==> src/rtl/rfle_pkg.sv <==
// types, character codes and helpers shared by the receive fifo line editor
package rfle_pkg;

	localparam int LINE_DEPTH = 64;
	localparam int LINE_AW    = 6;
	localparam int LINE_CAP   = 63;

	localparam logic [1:0] OP_RX   = 2'd0;
	localparam logic [1:0] OP_TAKE = 2'd1;
	localparam logic [1:0] OP_LINE = 2'd2;

	localparam logic [7:0] CH_LF  = 8'h0A;
	localparam logic [7:0] CH_CR  = 8'h0D;
	localparam logic [7:0] CH_BS  = 8'h08;
	localparam logic [7:0] CH_DEL = 8'h7F;

	typedef enum logic [3:0] {
		S_IDLE,
		S_PUSH,
		S_TAKE,
		S_TAKE_EV,
		S_LN_CHK,
		S_LN_EV,
		S_PK_CHK,
		S_PK_EV,
		S_EM_RD,
		S_EM_OUT,
		S_DONE
	} state_t;

	typedef struct packed {
		logic push;
		logic pop;
		logic rd;
	} fifo_cmd_t;

	typedef struct packed {
		logic empty;
		logic full;
		logic has_line;
	} fifo_sts_t;

	typedef struct packed {
		logic               wr;
		logic               rd;
		logic [LINE_AW-1:0] wr_addr;
		logic [LINE_AW-1:0] rd_addr;
	} line_cmd_t;

	function automatic logic is_term(input logic [7:0] c);
		return (c == CH_LF) || (c == CH_CR);
	endfunction

	function automatic logic is_bs(input logic [7:0] c);
		return (c == CH_BS) || (c == CH_DEL);
	endfunction

	function automatic logic is_pair(input logic [7:0] t, input logic [7:0] c);
		return ((t == CH_CR) && (c == CH_LF)) || ((t == CH_LF) && (c == CH_CR));
	endfunction

endpackage

==> src/rtl/rfle_fifo.sv <==
// receive ring fifo: byte memory, indices and terminator count
module rfle_fifo import rfle_pkg::*; #(
	parameter int FIFO_DEPTH = 64
) (
	input  logic       clk,
	input  logic       arst_n,
	input  fifo_cmd_t  cmd,
	input  logic [7:0] push_byte,
	output fifo_sts_t  sts,
	output logic [7:0] rd_data
);

	localparam int IW = $clog2(FIFO_DEPTH);
	localparam logic [IW-1:0] LAST_IDX = IW'(FIFO_DEPTH - 1);

	logic [7:0]    mem [FIFO_DEPTH];
	logic [7:0]    rd_data_q;
	logic [IW-1:0] wr_idx_q;
	logic [IW-1:0] rd_idx_q;
	logic [IW-1:0] term_cnt_q;
	logic [IW-1:0] wr_nxt;
	logic [IW-1:0] rd_nxt;

	assign wr_nxt = (wr_idx_q == LAST_IDX) ? '0 : IW'(wr_idx_q + 1'b1);
	assign rd_nxt = (rd_idx_q == LAST_IDX) ? '0 : IW'(rd_idx_q + 1'b1);

	assign sts.empty    = (wr_idx_q == rd_idx_q);
	assign sts.full     = (wr_nxt == rd_idx_q);
	assign sts.has_line = (term_cnt_q != '0);
	assign rd_data      = rd_data_q;

	always_ff @(posedge clk) begin
		if (cmd.push)
			mem[wr_idx_q] <= push_byte;
		if (cmd.rd)
			rd_data_q <= mem[rd_idx_q];
	end

	// a pop always follows a read of the head, so rd_data_q is the byte leaving
	always_ff @(posedge clk or negedge arst_n) begin
		if (!arst_n) begin
			wr_idx_q   <= '0;
			rd_idx_q   <= '0;
			term_cnt_q <= '0;
		end else begin
			if (cmd.push && !sts.full) begin
				wr_idx_q <= wr_nxt;
				if (is_term(push_byte))
					term_cnt_q <= IW'(term_cnt_q + 1'b1);
			end else if (cmd.pop) begin
				rd_idx_q <= rd_nxt;
				if (is_term(rd_data_q) && term_cnt_q != '0)
					term_cnt_q <= IW'(term_cnt_q - 1'b1);
			end
		end
	end

endmodule

==> src/rtl/rfle_line_buf.sv <==
// scratch memory for the line being edited
module rfle_line_buf import rfle_pkg::*; (
	input  logic       clk,
	input  line_cmd_t  cmd,
	input  logic [7:0] wr_data,
	output logic [7:0] rd_data
);

	logic [7:0] mem [LINE_DEPTH];
	logic [7:0] rd_data_q;

	assign rd_data = rd_data_q;

	always_ff @(posedge clk) begin
		if (cmd.wr)
			mem[cmd.wr_addr] <= wr_data;
		if (cmd.rd)
			rd_data_q <= mem[cmd.rd_addr];
	end

endmodule

==> src/rtl/receive_fifo_line_editor.sv <==
// receive fifo with line editing: top level sequencer and result register
//
// Input request: op and rx_byte under in_valid/in_stall. op 0 stores a
// received byte (echoed, or flagged dropped when the fifo is full), op 1
// takes one byte, op 2 takes one edited line, op 3 does nothing.
// Output request: one result per op 0, 1 or 3; one result per kept character
// for op 2 (a single empty result when nothing is kept), last marks the end.
// One item is in work at a time; in_stall is high until its last result has
// been loaded into the output register, and the next request is taken in
// the cycle after, so no new request is taken while an item is in work.
// A line read pops each fifo byte by a memory read, then a classify step,
// looks for the end (peeking at the byte after a terminator), then returns
// each kept character by a line memory read, then an output step, or gives
// the single empty result. The single registered read port of each memory
// sets these steps.
// When out_stall holds the output register, the sequencer waits in place;
// a new request can still be accepted while a result waits to be taken.
// Reset empties the fifo and drops any result in flight; no clearing pass.
module receive_fifo_line_editor import rfle_pkg::*; #(
	parameter int FIFO_DEPTH = 64
) (
	input  logic       clk,
	input  logic       arst_n,
	input  logic       in_valid,
	output logic       in_stall,
	input  logic [1:0] op,
	input  logic [7:0] rx_byte,
	output logic       out_valid,
	input  logic       out_stall,
	output logic [7:0] echo_byte,
	output logic       echo_valid,
	output logic       dropped,
	output logic [7:0] data_byte,
	output logic       data_valid,
	output logic [5:0] line_length,
	output logic       last,
	output logic       has_data,
	output logic       has_line
);

	localparam int LMAX = ((FIFO_DEPTH - 1) < LINE_CAP) ? (FIFO_DEPTH - 1) : LINE_CAP;
	localparam logic [LINE_AW-1:0] LINE_MAX = LINE_AW'(LMAX);

	state_t             state_q;
	state_t             state_nxt;
	state_t             end_nxt;
	fifo_cmd_t          fcmd;
	fifo_sts_t          fsts;
	line_cmd_t          lcmd;
	logic [7:0]         fifo_rd;
	logic [7:0]         line_rd;
	logic               out_free;
	logic               load_single;
	logic               load_line;
	logic               em_last;

	logic [7:0]         rx_q;
	logic               echo_v_q;
	logic               drop_q;
	logic [7:0]         data_q;
	logic               dvalid_q;
	logic [LINE_AW-1:0] n_q;
	logic [LINE_AW-1:0] k_q;
	logic [7:0]         term_q;

	logic               out_valid_q;
	logic [7:0]         echo_byte_q;
	logic               echo_valid_q;
	logic               dropped_q;
	logic [7:0]         data_byte_q;
	logic               data_valid_q;
	logic [5:0]         line_length_q;
	logic               last_q;
	logic               has_data_q;
	logic               has_line_q;

	rfle_fifo #(
		.FIFO_DEPTH(FIFO_DEPTH)
	) u_fifo (
		.clk       (clk),
		.arst_n    (arst_n),
		.cmd       (fcmd),
		.push_byte (rx_q),
		.sts       (fsts),
		.rd_data   (fifo_rd)
	);

	rfle_line_buf u_line (
		.clk     (clk),
		.cmd     (lcmd),
		.wr_data (fifo_rd),
		.rd_data (line_rd)
	);

	assign out_free = !out_valid_q || !out_stall;
	assign em_last  = (LINE_AW'(k_q + 1'b1) == n_q);
	assign end_nxt  = (n_q == '0) ? S_DONE : S_EM_RD;

	// next state
	always_comb begin
		state_nxt = state_q;
		unique case (state_q)
			S_IDLE: begin
				if (in_valid) begin
					unique case (op)
						OP_RX:   state_nxt = S_PUSH;
						OP_TAKE: state_nxt = S_TAKE;
						OP_LINE: state_nxt = S_LN_CHK;
						default: state_nxt = S_DONE;
					endcase
				end
			end
			S_PUSH:    state_nxt = S_DONE;
			S_TAKE:    state_nxt = fsts.empty ? S_DONE : S_TAKE_EV;
			S_TAKE_EV: state_nxt = S_DONE;
			S_LN_CHK:  state_nxt = (fsts.empty || n_q == LINE_MAX) ? end_nxt : S_LN_EV;
			S_LN_EV:   state_nxt = is_term(fifo_rd) ? S_PK_CHK : S_LN_CHK;
			S_PK_CHK:  state_nxt = fsts.empty ? end_nxt : S_PK_EV;
			S_PK_EV:   state_nxt = end_nxt;
			S_EM_RD:   state_nxt = S_EM_OUT;
			S_EM_OUT: begin
				if (out_free)
					state_nxt = em_last ? S_IDLE : S_EM_RD;
			end
			S_DONE: begin
				if (out_free)
					state_nxt = S_IDLE;
			end
			default:   state_nxt = S_IDLE;
		endcase
	end

	// sequencer outputs
	always_comb begin
		fcmd         = '0;
		lcmd         = '0;
		lcmd.wr_addr = n_q;
		lcmd.rd_addr = k_q;
		load_single  = 1'b0;
		load_line    = 1'b0;
		in_stall     = 1'b1;
		unique case (state_q)
			S_IDLE:    in_stall = 1'b0;
			S_PUSH:    fcmd.push = !fsts.full;
			S_TAKE:    fcmd.rd = !fsts.empty;
			S_TAKE_EV: fcmd.pop = 1'b1;
			S_LN_CHK:  fcmd.rd = !fsts.empty && (n_q != LINE_MAX);
			S_LN_EV: begin
				fcmd.pop = 1'b1;
				lcmd.wr  = !is_term(fifo_rd) && !is_bs(fifo_rd);
			end
			S_PK_CHK:  fcmd.rd = !fsts.empty;
			// drop the other half of a cr/lf pair
			S_PK_EV:   fcmd.pop = is_pair(term_q, fifo_rd);
			S_EM_RD:   lcmd.rd = 1'b1;
			S_EM_OUT:  load_line = out_free;
			S_DONE:    load_single = out_free;
			default:   in_stall = 1'b1;
		endcase
	end

	always_ff @(posedge clk or negedge arst_n) begin
		if (!arst_n) begin
			state_q     <= S_IDLE;
			out_valid_q <= 1'b0;
		end else begin
			state_q <= state_nxt;
			if (load_single || load_line)
				out_valid_q <= 1'b1;
			else if (!out_stall)
				out_valid_q <= 1'b0;
		end
	end

	// working registers of the item in progress
	always_ff @(posedge clk) begin
		case (state_q)
			S_IDLE: begin
				if (in_valid) begin
					rx_q     <= rx_byte;
					echo_v_q <= (op == OP_RX);
					drop_q   <= 1'b0;
					data_q   <= '0;
					dvalid_q <= 1'b0;
					n_q      <= '0;
					k_q      <= '0;
				end
			end
			S_PUSH: drop_q <= fsts.full;
			S_TAKE_EV: begin
				data_q   <= fifo_rd;
				dvalid_q <= 1'b1;
			end
			S_LN_EV: begin
				if (is_term(fifo_rd))
					term_q <= fifo_rd;
				else if (is_bs(fifo_rd)) begin
					if (n_q != '0)
						n_q <= LINE_AW'(n_q - 1'b1);
				end else
					n_q <= LINE_AW'(n_q + 1'b1);
			end
			S_EM_OUT: begin
				if (out_free)
					k_q <= LINE_AW'(k_q + 1'b1);
			end
			default: ;
		endcase
	end

	// result register; fifo status is final once a result is loaded
	always_ff @(posedge clk) begin
		if (load_single) begin
			echo_byte_q   <= echo_v_q ? rx_q : 8'h00;
			echo_valid_q  <= echo_v_q;
			dropped_q     <= drop_q;
			data_byte_q   <= data_q;
			data_valid_q  <= dvalid_q;
			line_length_q <= '0;
			last_q        <= 1'b1;
			has_data_q    <= !fsts.empty;
			has_line_q    <= fsts.has_line;
		end else if (load_line) begin
			echo_byte_q   <= 8'h00;
			echo_valid_q  <= 1'b0;
			dropped_q     <= 1'b0;
			data_byte_q   <= line_rd;
			data_valid_q  <= 1'b1;
			line_length_q <= n_q;
			last_q        <= em_last;
			has_data_q    <= !fsts.empty;
			has_line_q    <= fsts.has_line;
		end
	end

	assign out_valid   = out_valid_q;
	assign echo_byte   = echo_byte_q;
	assign echo_valid  = echo_valid_q;
	assign dropped     = dropped_q;
	assign data_byte   = data_byte_q;
	assign data_valid  = data_valid_q;
	assign line_length = line_length_q;
	assign last        = last_q;
	assign has_data    = has_data_q;
	assign has_line    = has_line_q;

`ifndef NO_ASSERTIONS
	a_drop_echo: assert property (@(posedge clk) disable iff (!arst_n)
		out_valid && dropped |-> echo_valid)
		else $error("dropped result without echo");

	a_line_data: assert property (@(posedge clk) disable iff (!arst_n)
		out_valid && line_length != '0 |-> data_valid && !echo_valid)
		else $error("line result without a character");

	a_line_needs_data: assert property (@(posedge clk) disable iff (!arst_n)
		out_valid && !has_data |-> !has_line)
		else $error("terminator reported in an empty fifo");

	a_emit_bound: assert property (@(posedge clk) disable iff (!arst_n)
		state_q == S_EM_OUT |-> k_q < n_q)
		else $error("line emission past its length");
`endif

endmodule
==> config.mk <==
export PLATFORM = sky130hd
export DESIGN_NAME = receive_fifo_line_editor
export DESIGN_NICKNAME = d
export VERILOG_FILES = /design/src/rtl/rfle_pkg.sv /design/src/rtl/rfle_fifo.sv /design/src/rtl/rfle_line_buf.sv /design/src/rtl/receive_fifo_line_editor.sv
export SDC_FILE = /design/constraint.sdc
export NUM_CORES = 1
export LEC_CHECK = 0
export BUFFER_PORTS_ARGS = -buffer_cell sky130_fd_sc_hd__buf_2
export CAP_MARGIN = 0
export CORE_MARGIN = 2
export CORE_UTILIZATION = 30
export CTS_CLUSTER_DIAMETER = 60
export DETAILED_ROUTE_END_ITERATION = 10
export PLACE_DENSITY = 0.49
export SYNTH_ARGS = -nofsm -noshare
export SYNTH_HDL_FRONTEND = slang
export SYNTH_HIERARCHICAL = 1
export SYNTH_SLANG_ARGS = --single-unit
==> constraint.sdc <==
create_clock -name clk -period 5.19 [get_ports clk]
set_input_delay 0.2595 -clock clk [delete_from_list [all_inputs] [get_ports clk]]
set_output_delay 0.2595 -clock clk [all_outputs]
set_load 0.05 [all_outputs]
# == Word level (Yosys, flattened, before mapping) ==
# Memories as Yosys holds them, arrays and structs flattened. A register that Yosys moved wholly into a read port is not among the register bits.
# Cells that the tools add are included.
# classes
add_sub_neg,7
n_eq_ne,34
muxes,57
n_bitwise,1
reduce_logical,43
# ops
op,n
$mux W6,11
$eq A8 B4 Y1 const B,7
$mux W8,6
$pmux W4 S10,1
$add A6 B1 Y6 const B,5
$mux W4,7
$pmux W6 S2,2
$mux W1,22
$eq A6 B6 Y1,3
$eq A6 B6 Y1 const B,3
$eq A4 B3 Y1 const B,4
$pmux W8 S2,1
$reduce_bool A2 Y1,7
$eq A4 B4 Y1 const B,3
$pmux W4 S3,1
$reduce_bool A6 Y1,2
$sub A6 B1 Y6 const B,2
$ne A2 B2 Y1 const B,5
$reduce_and A2 Y1,5
$reduce_and A3 Y1,3
$eq A4 B2 Y1 const B,2
$eq A8 B7 Y1 const B,1
$pmux W1 S2,4
$logic_or A1 B1 Y1,7
other kinds (15),28
# totals
regBits,90
ramBits,1024
inputBits,14
output_inout_bits,30
elab_cells,166
mem_count,2
# mem_list
memory,depth,word_bits,rd,rd_ports_with_merged_regs,write_ports,line_no,source
u_fifo.mem,64,8,1,1,1,rfle_fifo.sv:16,logic [7:0] mem [FIFO_DEPTH];
u_line.mem,64,8,1,1,1,rfle_line_buf.sv:9,logic [7:0] mem [LINE_DEPTH];

# == Longest topological paths before layout ==
# Gate-level depths: netlist of run 1.
# depth
ltp_word,8
ltp_mapped,16
depth_no_buf,16

# == Modules after synthesis ==
# The synthesis of run 1 kept the hierarchy.
# by_module_without_submodules
module,n_inst,cells_each,area_each_um2,seq_area_each_um2
rfle_fifo,1,985,21336.7,16065.4
rfle_line_buf,1,940,20246.9,15615.0
receive_fifo_line_editor,1,257,3399.5,2067.0

# == Worst setup path before layout of run 1 ==
# OpenSTA, ideal clock, no wires.
# synth_timing
path_kind,register to register
startpoint,"reg u_fifo.rd_data_q[7], in the netlist u_fifo/rd_data[7], read port of u_fifo.mem"
endpoint,mem u_line.mem[62][0] (enable)
setup_time_ns,0.370
arrival_ns,3.325
required_time_ns,4.820
slack_ns,1.494
path_stages_with_launch,9
path_buffers,0
synth_period_minus_slack_ns,3.696
path_cell_list,edfxtp_1 nand2b_4 nor4_1 a22oi_1 inv_1 nor3_1 nor2b_1 nand3_1 nor2_1
# synth_rtl
item,line_no,source
"start, declared",rfle_fifo.sv:17,logic [7:0] rd_data_q;
"end, declared",rfle_line_buf.sv:9,

==> results of run 1 <==
## stage by stage
step / setup WS, ns / utilization
finish: 0.635 / 0.346
global route: 0.260 / 0.346
CTS: 0.667 / 0.346
detailed placement: 0.683 / 0.319
global placement: 0.786 / 0.319
floorplan: 1.49 / -
## final cells by class
type / count / area share
clock inverters: 75 / 0.0173
multi-input cells: 933 / 0.205
inverters: 6 / 0.000435
clock buffers: 137 / 0.0578
well taps: 2016 / 0.0488
flip-flops and latches: 1130 / 0.653
repair buffers: 132 / 0.0182
diodes: 1 / 0.0000484
## logic make-up (layout without fill, tap and decap cells)
logic type	count (synthesis)	in the layout
flops	1130	1130
compound gates	141	141
mux	346	346
fa+ha+maj	13	13
buf+inv	119	350
simple gates	404	404
other cells	0	1
xor+xnor	29	29
## Yosys cell counts, types with 12 or more instances
cell,number,share of area
edfxtp_1,1100,0.73
nor2_1,177,0.015
nand3_1,31,0.0034
dfrtp_1,23,0.013
and3_1,16,0.0022
mux4_2,290,0.15
nand2_1,54,0.0045
buf_2,30,0.0033
mux2i_1,27,0.0060
nand2b_1,16,0.0022
nor3_1,19,0.0021
a211oi_1,12,0.0020
clkbuf_1,47,0.0039
a21oi_1,23,0.0026
xnor2_1,15,0.0029
buf_4,14,0.0023
o21ai_0,20,0.0022
and2_1,14,0.0019
nor2b_1,22,0.0031
mux2_2,29,0.0073
xor2_1,12,0.0023
## power by group through the flow
| stage | Combinational (uW) | Sequential, uW | Clock [uW] |
|---|---|---|---|
| detailed placement | 6650 | 11800 | 0 |
| finish | 6520 | 11600 | 8450 |
| global placement | 6570 | 11800 | 0 |
| global route | 6960 | 11700 | 8990 |
| floorplan | 3950 | 12100 | 0 |
| CTS | 6670 | 11600 | 8660 |
## worst max-delay path by stage
stage,endpoint,startpoint,cells past startpoint
4_1_cts,u_fifo/term_cnt_q[5],u_fifo/wr_idx_q[0],16
3_5_place_dp,u_fifo/term_cnt_q[5],u_fifo/wr_idx_q[0],16
6_report,u_fifo/term_cnt_q[5],u_fifo/wr_idx_q[0],16
3_3_place_gp,u_fifo/term_cnt_q[5],u_fifo/wr_idx_q[0],16
5_1_grt,u_fifo/term_cnt_q[5],u_fifo/wr_idx_q[0],16
2_1_floorplan,u_line/mem[62][0],u_fifo/rd_data[7],8
## worst max-delay path, delay by kind of cell (launching register included)
family	cells	cell delay [ns]
flops	1	0.59
fa+ha+maj	2	0.70
mux	1	0.33
buf+inv	2	0.55
simple gates	6	1.14
compound gates	5	1.16
## registers in the layout (all words and copies together) (netlist names), 4 cells and up
register	flops
u_fifo/mem	512
u_line/mem	512
data_byte	8
data_q	8
echo_byte	8
rx_q	8
term_q	8
u_fifo/rd_data	8
u_line/rd_data	8
k_q	6
line_length	6
n_q	6
u_fifo/rd_idx_q	6
u_fifo/term_cnt_q	6
u_fifo/wr_idx_q	6
state_q	4
## routing by layer
layer  global-route usage  wire length, um  up-vias  part of all wire
li1                     -                -     9324                 -
met1                0.196            48600    11900              0.44
met2                0.244            55300      600              0.50
met3               0.0243             4800      170             0.043
met4               0.0425             2920        0             0.026
met5                    0                0        -                 0
## timing repair
action | CTS | global route
hold endpoints to repair | 36 | 0
resized for setup | 0 | 0
hold buffers | 13 | 0
setup buffers | 0 | 0
==> out/qor.yml, run 1 <==
outcome:
  outcome: "completed"
routing:
  viasPerCell: 4.97
  drc_errors: 0
  drt_iter0_drc: 1955
  vias: 22000
  drt-pass1-iter-count: 5
  final_antenna_net_count: 0
  post_drt_wl_per_cell_um: 25.2
  wirelength_um: 112000
pwr:
  p_switching_uw: 8050
  p_int_uw: 18500
  peakVddDrop_mv: 0.334
  pwr-share-comb: 0.245
  power_density_nw_per_um2: 514
  switching_share: 0.303
  p_leak_uw: 0.0160
  p_seq_frac: 0.437
  p_clk_frac: 0.318
  power_uw: 26600
setup_path:
  reg2reg_to: "u_fifo/term_cnt_q[5]"
  worstPathRequired_ns: 5.85
  cp_max_fo: 14
  path_class: "register to register"
  arrival_ns: 5.21
  r2r_cells: 16
  critical-path-slowest-cell: "dfrtp_1"
  cp-start-kind: "register"
  timing.rr.start: "u_fifo/wr_idx_q[0]"
  reg2reg_slack_ns: 0.63
  crit_path_end_kind: "register"
  max_stage_delay_ns: 0.59
  path_cells: "ha_1 -> nand3_1 -> nand2_1 -> mux2_2 -> nand3_1 -> nor2_1 -> nor4_1 -> buf_4 -> o21a_1 -> inv_1 -> ha_1 -> a21o_1 -> a21oi_1 -> o21ai_0 -> or3_1 -> a21oi_1"
cells_and_area:
  seqCellArea_um2: 33800
  final_layout_size_suffix_gt1_frac: 0.264
  final_common_cell: "edfxtp_1"
  area_growth_pct: 15.0
  fillers: 13800
  stdcell_area_um2: 51700
  fin_nets: 2344
  multi_input_area_um2: 10600
  final_cells: 4430
  mostFrequentLayoutCells: "1,100 x edfxtp_1, 290 x mux4_2, 177 x nor2_1"
placement:
  hpwl_um: 70100
  place_inst: 4204
  gp_congestion: 0.845
  portBuffers: 43
  postPlaceCellArea_um2: 47700
sta:
  setup_viol: 0
  whs_ns: 0.0650
  final-max-slew-violation-count: 0
  skew_ns: 0.0640
  setup_tns_ns: 0
  timing.slew.headroom: 0.234
  rsz0062_at_grt: "no"
  fin_crit_ns: 4.56
  fmax_ghz: 0.220
  hold_violations: 0
  fin_crit_sh: 0.878
  worst_pin_slew_ns: 1.14
logic_synthesis:
  ys_seq_elements: 1130
  synth-compound-area-share: 0.0228
  synthMuxAreaShare: 0.158
  synthFlopType: "edfxtp_1"
  yosys_warnings: 6
  synth-xor-area-share: 0.00626
  syn-num-nets: 2209
  syn_avg_cell_area_um2: 20.6
  synth_area_um2: 45000
  yosys.area_share.simple: 0.0438
  synth_edf_count: 1100
  synth_top_family_by_area: "multiplexers"
  synth_cell_types: 81
  synth_adder_area_share: 0.00395
  ys_async_sr_fraction: 0.0204
  yosysSeqAreaShare: 0.750
  synthCells: 2182
cts:
  clock_path_buffers: 3
  clkSlewWorstSetupHoldPaths_ns: 0.07
  cts_inserted_buffers: 114
  htree_levels: 3
  root_buffer: "clkbuf_16"
  cts_tree: "yes"
  cts_sinks: 1130
  insertion_delay_ns: 0.74
grt:
  antenna_found_initial: 2
  grt_max_degree: 69
  grt_pass1_wl_um: 164000
  grt_pass1_vias: 22700
  grt_usage: 0.146
  grt_overflow: 0
die:
  num_rows: 142
  chipWidth_um: 391
  ios: 44
  initial_core_util: 0.301
  die_area_um2: 153000
  core-area_um2: 149000
  die_h_um: 391
worst_hold_path:
  hold_path.class: "input port to register"
  hp-start: "in_valid"
  holdPathEnd: "state_q[2]"
  min_path_cells: 5
run:
  maxCapViolations: 0
Power figures use the tool's default switching activity.
==> inputs of run 2 (changes only) <==
- GPL_TIMING_DRIVEN: default -> 0
- REMOVE_ABC_BUFFERS: default -> 1
- SLEW_MARGIN: default -> 20
==> run 2 against run 1 <==
Critical path depth fell by 7. First-iteration DRC count rose by 0.46%. Global-route usage fell by 0.30 points. Wire length fell by 2.3%. Largest power group unchanged.
==> out/qor.yml, run 2 (synthesis gave the netlist of run 1 again) <==
cells_and_area:
  area_growth_pct: 18.5
  fin_nets: 2381
  final_common_cell: "edfxtp_1"
  top_regs: "u_fifo/mem (512), u_line/mem (512)"
  fin_util: 0.357
  stdcell_area_um2: 53300
  final_layout_size_suffix_gt1_frac: 0.281
  mostFrequentLayoutCells: "1,100 x edfxtp_1, 290 x mux4_2, 171 x nor2_1"
die:
  ios: 44
  initial_core_util: 0.301
  die_h_um: 391
  chipWidth_um: 391
  die_area_um2: 153000
  core-area_um2: 149000
  num_rows: 142
placement:
  gp_congestion: 0.768
  hpwl_um: 71300
  portBuffers: 43
  postPlaceCellArea_um2: 48700
grt:
  grt_usage: 0.143
  grtUsageMet2: 0.229
  antenna_found_initial: 4
  grt_max_degree: 44
  grt_pass1_wl_um: 158000
  met3_usage: 0.0334
  grtUsageMet1: 0.194
  grt_overflow: 0
  grt_pass1_vias: 22800
  grt_busiest_layer: "met2"
setup_path:
  crit_path_end_kind: "register"
  path_class: "register to register"
  cp_max_fo: 17
  worstPathRequired_ns: 5.57
  cp-start-kind: "register"
  reg2reg_slack_ns: 0.23
  arrival_ns: 5.34
outcome:
  outcome: "completed"
cts:
  clock_path_buffers: 3
  clkSlewWorstSetupHoldPaths_ns: 0.07
  cts_inserted_buffers: 130
  htree_levels: 4
  insertion_delay_ns: 0.78
  cts_sinks: 1130
  root_buffer: "clkbuf_16"
  cts_tree: "yes"
routing:
  drt_iter0_drc: 1964
  drc_errors: 0
  final_antenna_net_count: 0
  post_drt_wl_per_cell_um: 24.4
  viasPerCell: 4.91
  wirelength_um: 109000
  vias: 22000
  drt-pass1-iter-count: 5
sta:
  setup_viol: 0
  hold_violations: 0
  fin_crit_sh: 0.957
  worst_pin_slew_ns: 1.17
  fin_crit_ns: 4.96
  final-max-slew-violation-count: 0
  whs_ns: 0.164
  skew_ns: 0.0504
  rsz0062_at_grt: "yes"
  fmax_ghz: 0.201
  timing.slew.headroom: 0.203
pwr:
  peakVddDrop_mv: 0.273
  power_density_nw_per_um2: 525
  p_leak_uw: 0.0166
run:
  maxCapViolations: 0
worst_hold_path:
  hold_path.class: "input port to asynchronous set/reset pin"
-- run 2: changes by cell type in the layout (fill, tap and decap cells not counted), sizes merged --
cell,change
inv,+7
clkinvlp,-3
clkinv,+3
buf,+18
bufinv,-3
dlygate4sd3,+3
clkbuf,+20
-- run 2: area by class of cell --
cell class	count	area (um^2)
Sequential cell	1130	33800
Inverter	6	22.5
Fill cell	13700	96100
Tap cell	2016	2520
Timing Repair Buffer	153	1980
Clock inverter	79	1030
Antenna cell	1	2.50
Clock buffer	157	3360
Multi-Input combinational cell	933	10600
-- run 2: what timing repair did --
item | 4_1_cts | 5_1_grt
resized for setup | 0 | 7
setup endpoints to repair | 0 | 60
endpoints found under the hold margin | 44 | 0
buffers inserted | 0 | 1
hold buffers | 16 | 0
-- run 2: through the flow --
step                cells  total power (uW)  worst slack, ns  TNS (ns)
floorplan            2069             16300            -3.11  -1293.11
global placement     4128             18800            -7.03  -4086.91
detailed placement   4221             19000            0.126         0
CTS                  4473             28300            0.169         0
global route         4474             29100          -0.0749     -1.48
finish               4475             28000            0.225         0
-- run 2: metal layers --
| metal | wire [um] | share of wire |
|---|---|---|
| met1 | 48100 | 0.44 |
| met4 | 2430 | 0.022 |
| met3 | 6280 | 0.058 |
| met5 | 30 | 0.00027 |
| met2 | 52300 | 0.48 |
-- run 2: worst max-delay path, stage by stage (launching register included) --
cell and delay (ns):
edfxtp_1 0.82, buf_16 0.23, nand2b_4 0.14, nor4_1 0.05
a22oi_1 0.34, inv_1 0.22, nor3_1 0.78, nor2b_1 0.37
nand3_1 0.65, nor2_1 0.94
-- run 2: worst paths after layout --
kind	startpoint	cells past startpoint	to
max reg2reg	u_fifo/rd_data[7]	9	u_line/mem[14][5]
max	u_fifo/rd_data[7]	9	u_line/mem[14][5]
min in group clk	rx_byte[7]	2	rx_q[7]
min	arst_n	2	u_fifo/wr_idx_q[5]
min reg2reg	last	2	last
max in group asynchronous	arst_n	2	u_fifo/rd_idx_q[2]
-- run 2: power breakdown --
part | switching (uW) | internal, uW | leakage [uW]
sequential | 643 | 11100 | 0.0103
combinational | 3900 | 3070 | 0.00421
clock | 3840 | 5390 | 0.00212
